[src/design/asp_pkg.sv]
// Shared types and constants for the ASCII signed 16-bit stream parser.
// No dependencies; imported by every module of the block but the checker.
`default_nettype none

package asp_pkg;

   localparam int CHAR_W    = 8;
   localparam int NUM_W     = 16;
   localparam int DIGIT_W   = 4;
   // Magnitude of a number of up to four digits (at most 9999)
   localparam int MAG_W     = 14;
   // Five-digit candidate (at most 99999)
   localparam int CAND_W    = 17;
   localparam int COUNT_W   = 3;

   localparam logic [CHAR_W-1:0]  CHAR_ZERO  = 8'h30;
   localparam logic [CHAR_W-1:0]  CHAR_NINE  = 8'h39;
   localparam logic [CHAR_W-1:0]  CHAR_MINUS = 8'h2d;
   localparam logic [COUNT_W-1:0] MAX_DIGITS = 3'd4;
   localparam logic [CAND_W-1:0]  LIMIT_POS  = 17'd32767;
   localparam logic [CAND_W-1:0]  LIMIT_NEG  = 17'd32768;

   // Item held in the input register
   typedef struct packed {
      logic              valid;
      logic [CHAR_W-1:0] char_code;
   } stage_type;

endpackage

`default_nettype wire

[src/design/asp_in_reg.sv]
// Input register of the stream parser: captures one byte item per cycle unless the core stalls the held one.
// Depends on asp_pkg.
`default_nettype none

module asp_in_reg (
   input  wire logic                      clock,
   input  wire logic                      reset,
   input  wire logic                      in_valid,
   output logic                           in_ready,
   input  wire logic [asp_pkg::CHAR_W-1:0] in_char,
   input  wire logic                      advance,
   output asp_pkg::stage_type             stage
);
   import asp_pkg::*;

   logic              valid_ff, valid_in;
   logic [CHAR_W-1:0] char_ff, char_in;

   // Take a new item whenever the held one leaves or there is none
   assign in_ready = !valid_ff || advance;

   always_comb begin
      valid_in = valid_ff;
      char_in  = char_ff;
      if (in_ready) begin
         valid_in = in_valid;
         char_in  = in_char;
      end
   end

   always_ff @(posedge clock) begin
      if (reset) begin
         valid_ff <= 1'b0;
      end else begin
         valid_ff <= valid_in;
      end
      char_ff <= char_in;
   end

   assign stage.valid     = valid_ff;
   assign stage.char_code = char_ff;

endmodule

`default_nettype wire

[src/design/asp_core.sv]
// Parser state update and result register.
// Depends on asp_pkg.
`default_nettype none

module asp_core (
   input  wire logic                     clock,
   input  wire logic                     reset,
   input  wire asp_pkg::stage_type       stage,
   output logic                          advance,
   output logic                          out_valid,
   input  wire logic                     out_ready,
   output logic [asp_pkg::NUM_W-1:0]     out_number
);
   import asp_pkg::*;

   logic [MAG_W-1:0]   mag_ff, mag_in;
   logic [COUNT_W-1:0] count_ff, count_in;
   logic               neg_ff, neg_in;
   logic               rsp_valid_ff, rsp_valid_in;
   logic [NUM_W-1:0]   rsp_num_ff, rsp_num_in;

   logic               is_digit;
   logic [DIGIT_W-1:0] digit;
   logic [CAND_W-1:0]  cand;
   logic [CAND_W-1:0]  limit;
   logic [NUM_W-1:0]   mag_wide;
   logic [NUM_W-1:0]   cand_wide;

   assign advance  = stage.valid && (!rsp_valid_ff || out_ready);
   assign is_digit = (stage.char_code >= CHAR_ZERO) && (stage.char_code <= CHAR_NINE);
   assign digit    = DIGIT_W'(stage.char_code - CHAR_ZERO);
   // acc * 10 + d as two shifts and adds
   assign cand     = (CAND_W'(mag_ff) << 3) + (CAND_W'(mag_ff) << 1) + CAND_W'(digit);
   assign limit    = neg_ff ? LIMIT_NEG : LIMIT_POS;
   assign mag_wide  = NUM_W'(mag_ff);
   assign cand_wide = cand[NUM_W-1:0];

   always_comb begin
      mag_in       = mag_ff;
      count_in     = count_ff;
      neg_in       = neg_ff;
      rsp_valid_in = rsp_valid_ff && !out_ready;
      rsp_num_in   = rsp_num_ff;
      if (advance) begin
         if (!is_digit) begin
            if (count_ff != '0) begin
               // Close the number; the closing byte is consumed
               rsp_valid_in = 1'b1;
               rsp_num_in   = neg_ff ? (NUM_W'(0) - mag_wide) : mag_wide;
               mag_in       = '0;
               count_in     = '0;
               neg_in       = 1'b0;
            end else begin
               neg_in = (stage.char_code == CHAR_MINUS);
            end
         end else if (count_ff >= MAX_DIGITS) begin
            rsp_valid_in = 1'b1;
            if (cand > limit) begin
               // Emit the four-digit number, restart with this digit
               rsp_num_in = neg_ff ? (NUM_W'(0) - mag_wide) : mag_wide;
               mag_in     = MAG_W'(digit);
               count_in   = COUNT_W'(1);
               neg_in     = 1'b0;
            end else begin
               rsp_num_in = neg_ff ? (NUM_W'(0) - cand_wide) : cand_wide;
               mag_in     = '0;
               count_in   = '0;
               neg_in     = 1'b0;
            end
         end else begin
            mag_in   = cand[MAG_W-1:0];
            count_in = count_ff + COUNT_W'(1);
         end
      end
   end

   always_ff @(posedge clock) begin
      if (reset) begin
         mag_ff       <= '0;
         count_ff     <= '0;
         neg_ff       <= 1'b0;
         rsp_valid_ff <= 1'b0;
      end else begin
         mag_ff       <= mag_in;
         count_ff     <= count_in;
         neg_ff       <= neg_in;
         rsp_valid_ff <= rsp_valid_in;
      end
      rsp_num_ff <= rsp_num_in;
   end

   assign out_valid  = rsp_valid_ff;
   assign out_number = rsp_num_ff;

endmodule

`default_nettype wire

[src/design/ascii_signed_int16_stream_parser_top.sv]
// Path: the completing byte of a number is held in the input register, and the number is then
// registered in the result register. Throughput: one byte item per cycle while no result is stalled;
// the accumulator update is combinational between the input register and the result register.
// Reset: synchronous, active high; clears the accumulator, digit count, sign mark
// and both valid flags.
// Top level of the ASCII signed 16-bit parser; depends on asp_pkg, asp_in_reg, asp_core.
`default_nettype none

module ascii_signed_int16_stream_parser_top (
   input  wire logic        clock,
   input  wire logic        reset,
   input  wire logic        req_tvalid,
   output logic             req_tready,
   input  wire logic [7:0]  req_tdata,   // [7:0] char_in
   output logic             rsp_tvalid,
   input  wire logic        rsp_tready,
   output logic [15:0]      rsp_tdata    // [15:0] number_out
);
   import asp_pkg::*;

   stage_type stage;
   logic      advance;

   asp_in_reg u_in_reg (
      .clock    (clock),
      .reset    (reset),
      .in_valid (req_tvalid),
      .in_ready (req_tready),
      .in_char  (req_tdata),
      .advance  (advance),
      .stage    (stage)
   );

   asp_core u_core (
      .clock      (clock),
      .reset      (reset),
      .stage      (stage),
      .advance    (advance),
      .out_valid  (rsp_tvalid),
      .out_ready  (rsp_tready),
      .out_number (rsp_tdata)
   );

endmodule

`default_nettype wire

[config.mk]
export PLATFORM = sky130hd
export DESIGN_NAME = ascii_signed_int16_stream_parser_top
export DESIGN_NICKNAME = d
export VERILOG_FILES = /design/src/design/asp_pkg.sv /design/src/design/asp_in_reg.sv /design/src/design/asp_core.sv /design/src/design/ascii_signed_int16_stream_parser_top.sv
export SDC_FILE = /design/constraint.sdc
export NUM_CORES = 1
export LEC_CHECK = 0
export ABC_AREA = 1
export BUFFER_PORTS_ARGS = -buffer_cell sky130_fd_sc_hd__buf_4
export CAP_MARGIN = 20
export CORE_UTILIZATION = 30
export CTS_BUF_LIST = sky130_fd_sc_hd__clkbuf_16
export CTS_CLUSTER_DIAMETER = 150
export DETAILED_ROUTE_END_ITERATION = 7
export GPL_TIMING_DRIVEN = 0
export PLACE_DENSITY_LB_ADDON = 0.1
export RECOVER_POWER = 50
export REMOVE_ABC_BUFFERS = 1
export SLEW_MARGIN = 20
export SYNTH_ARGS = -nofsm -noshare
export SYNTH_HDL_FRONTEND = slang
export SYNTH_HIERARCHICAL = 1
export SYNTH_SLANG_ARGS = --single-unit
[constraint.sdc]
create_clock -name clock -period 3.5 [get_ports clock]
set_input_delay 0.175 -clock clock [delete_from_list [all_inputs] [get_ports clock]]
set_output_delay 0.175 -clock clock [all_outputs]
set_load 0.02 [all_outputs]
==> run summary <==
Leak Pwr - 2.31 nW
Die height - 115 microns
ANT nets after route - 0
Die Width - 115 microns
I/O pin count - 30
GR Overflow Total - 0
GRT Util Overall - 0.171
Max IR drop VDD - 154 uV
Synth area leader - edfxtp_1
Commonest non-fill, non-tap cell in the layout - nand2_1
Worst Hold Launch - req_tdata[0]
Worst Hold End - u_in_reg/char_ff[0]
IO Port Bufs - 29
Largest net degree at the start of global routing - 35
Via count - 3641
Top cells by area, synth - edfxtp_1, ha_1, nand2_1, dfxtp_1, inv_1
Worst skew pair latency - 0.29 ns
Sequential area share after synthesis - 0.293
Drt pass-1 iters - 4
RR Endpoint - u_core/out_number[15]
DPL Wire Length - 7900 microns
Final wirelength - 10700 microns
Share of layout cells above drive strength 1 - 0.269
Worst setup margin - -0.197 ns
Fmax - 0.270 GHz
Die area - 13200 sq um
Status - finished with violations
Root Driver - clkbuf_16
Final min period - 3.70 ns
Count of cell types in the netlist - 35
Hold Path Depth - 1
TritonCTS clock tree - built
Vias in the first global route - 3411
Syn Area/Cell - 7.24 sq um
Critical path peak fanout - 3
Effective utilization at floorplan - 0.314
Site Rows - 40
Fin nets - 655
R2R cell count - 26
Max_slew headroom - 0.255
Commonest non-fill, non-tap cells in the layout - nand2_1, inv_1, nor2_1
RSZ-0062 raised after global routing - true
TritonCTS Buffers - 5
Clock Skews - 0.00379 ns
CP required - 3.55 ns
Detailed Route Iter0 Violations - 156
Mapped cell area - 3830 sq um
Tightest Pin Transition - 1.11 ns
N_diodes - 0
Clk pin slew, worst setup/hold paths - 0.06 ns
Multi-input logic area - 2650 sq um
CP endpoint kind - flop
Fillers - 1331
Yosys reg bits - 44
Mean routed wirelength per cell - 14.0 microns
DR vias/cell - 4.77
Max-cap violations - 0
H-tree depth - 2
Clock buffer depth - 2
Initial antenna violation count - 0
CP Launch Type - flop
Final Hold Vio Count - 0
Fin Setup TNS - -2.28 ns
FF+latch area - 1140 sq um
Sink Count - 44
Placer Congestion - 0.791
Drc violations - 0
Async SR Flop Fraction - 0
Synthesis Warnings - 6
CP arrival - 3.75 ns
Max-slew violations - 0
Main synth FF type - edfxtp_1
Synth top area share - 0.188
Area growth syn-to-layout - 29.2%
HP Class - in -> reg
Core Area - 12200 sq um
Place WS - -0.733 ns
Origin of the critical flop-to-flop path - u_in_reg/char_ff[3]
Final Setup Violations - 15
Power per cell area - 259 nW/um^2
R2r setup slk - -0.20 ns
Global-route wire length before repair - 17400 microns
CP Class - reg -> reg
Syn Inst Count - 529
Post-synth EDFFs - 24
Failing checks - setup timing
Final critical-path share of the clock period - 1.06
[cells by family after synthesis]
group                      synth area share
AOI/OAI and AO/OA                     0.114
DFF                                   0.293
xor gates and xnor gates             0.0545
adders and majority gates             0.164
and+or+nand+nor                       0.290
buffers and inverters                0.0852
[worst max-delay path by stage]
stage | from | end | slack [ns] | cells after the start
floorplan | u_in_reg/char_ff[3] | u_core/out_number[4] | -0.08 | 22
global placement | u_core/mag_ff[2] | u_core/out_number[3] | -0.77 | 23
detailed placement | u_core/mag_ff[2] | u_core/out_number[3] | -0.73 | 23
CTS | u_core/mag_ff[2] | u_core/out_number[4] | -0.25 | 24
global route | u_in_reg/char_ff[3] | u_core/out_number[4] | -0.36 | 25
finish | u_in_reg/char_ff[3] | u_core/out_number[15] | -0.20 | 26
[sequential cells by signal (all words and copies together), names as in the netlist]
| signal | cells |
|---|---|
| u_core/count_ff | 3 |
| u_in_reg/valid_ff | 1 |
| u_core/neg_ff | 1 |
| u_core/mag_ff | 14 |
| u_core/out_valid | 1 |
| u_in_reg/char_ff | 8 |
| u_core/out_number | 16 |
[report_power, final]
part	total [mW]	switching (mW)	internal, mW	leakage [nW]
logic	0.175	0.105	0.0701	1.84
registers	0.575	0.0179	0.557	0.383
clock network	0.531	0.198	0.333	0.0850
[final cells by class]
| type | instances | share of cell area |
|---|---|---|
| multi-input combinational | 404 | 0.536 |
| tap | 168 | 0.0425 |
| clock buffer | 5 | 0.0253 |
| inverter | 72 | 0.0589 |
| timing repair buffer | 66 | 0.0981 |
| clock inverter | 3 | 0.00783 |
| timing repair inverter | 1 | 0.00227 |
| sequential | 44 | 0.230 |
[what timing repair did]
item	4_1_cts	5_1_grt
setup endpoints to repair	21	21
gates resized for setup	65	29
endpoints found under the hold margin	0	0
pin swaps	21	22
setup buffers	29	7
hold buffers	0	0
cloned	2	0
[worst max-delay path: stages (launching register included)]
cell      delay (ns)
edfxtp_1        0.36
inv_2           0.05
fa_2            0.58
inv_2           0.06
ha_4            0.16
nand2_4         0.07
nand2_2         0.05
nand2_2         0.08
nand2_2         0.05
nand2_2         0.07
nand3_2         0.09
a21oi_2         0.16
xor2_1          0.20
inv_1           0.12
buf_4           0.15
buf_4           0.12
buf_4           0.12
buf_4           0.12
buf_4           0.12
buf_4           0.12
buf_4           0.12
buf_4           0.12
buf_4           0.12
nand2_2         0.07
nand3_4         0.08
nand2_2         0.06
inv_2           0.03
[metrics by stage]
stage / util / instances / cell area (sq um) / hold slack [ns] / total power [mW]
2_1_floorplan: - / 520 / 3780 / 0.237 / 0.680
3_3_place_gp: 0.344 / 717 / 4210 / 0.353 / 0.731
3_5_place_dp: 0.345 / 717 / 4210 / 0.355 / 0.734
4_1_cts: 0.397 / 756 / 4840 / 0.0540 / 1.29
5_1_grt: 0.405 / 763 / 4950 / 0.0701 / 1.34
6_report: 0.405 / 763 / 4950 / 0.0854 / 1.28
[per-layer routing]
metal	global-route usage	wire [microns]	vias to the layer above
met5	0	0	-
met4	0.0398	114	0
met3	0.0253	301	11
met2	0.311	5430	69
met1	0.213	4870	1696
li1	-	-	1865
[cell usage after synthesis, types with 2 or more instances]
| cell type | n |
|---|---|
| o21bai_1 | 3 |
| o21ai_0 | 19 |
| o21ai_1 | 4 |
| buf_6 | 2 |
| nand4_1 | 9 |
| or2_2 | 3 |
| nor2_1 | 45 |
| a31oi_1 | 4 |
| edfxtp_1 | 24 |
| fa_1 | 2 |
| inv_1 | 68 |
| xnor2_1 | 3 |
| nand3b_1 | 3 |
| a21oi_2 | 2 |
| nand2_1 | 138 |
| inv_2 | 3 |
| ha_1 | 47 |
| xor2_1 | 19 |
| a21oi_1 | 41 |
| nor3_1 | 12 |
| dfxtp_1 | 20 |
| o21ai_2 | 5 |
| nand3_1 | 29 |
| clkbuf_1 | 5 |
| nand2_2 | 9 |
No activity file was read; power rests on OpenSTA's default activity.
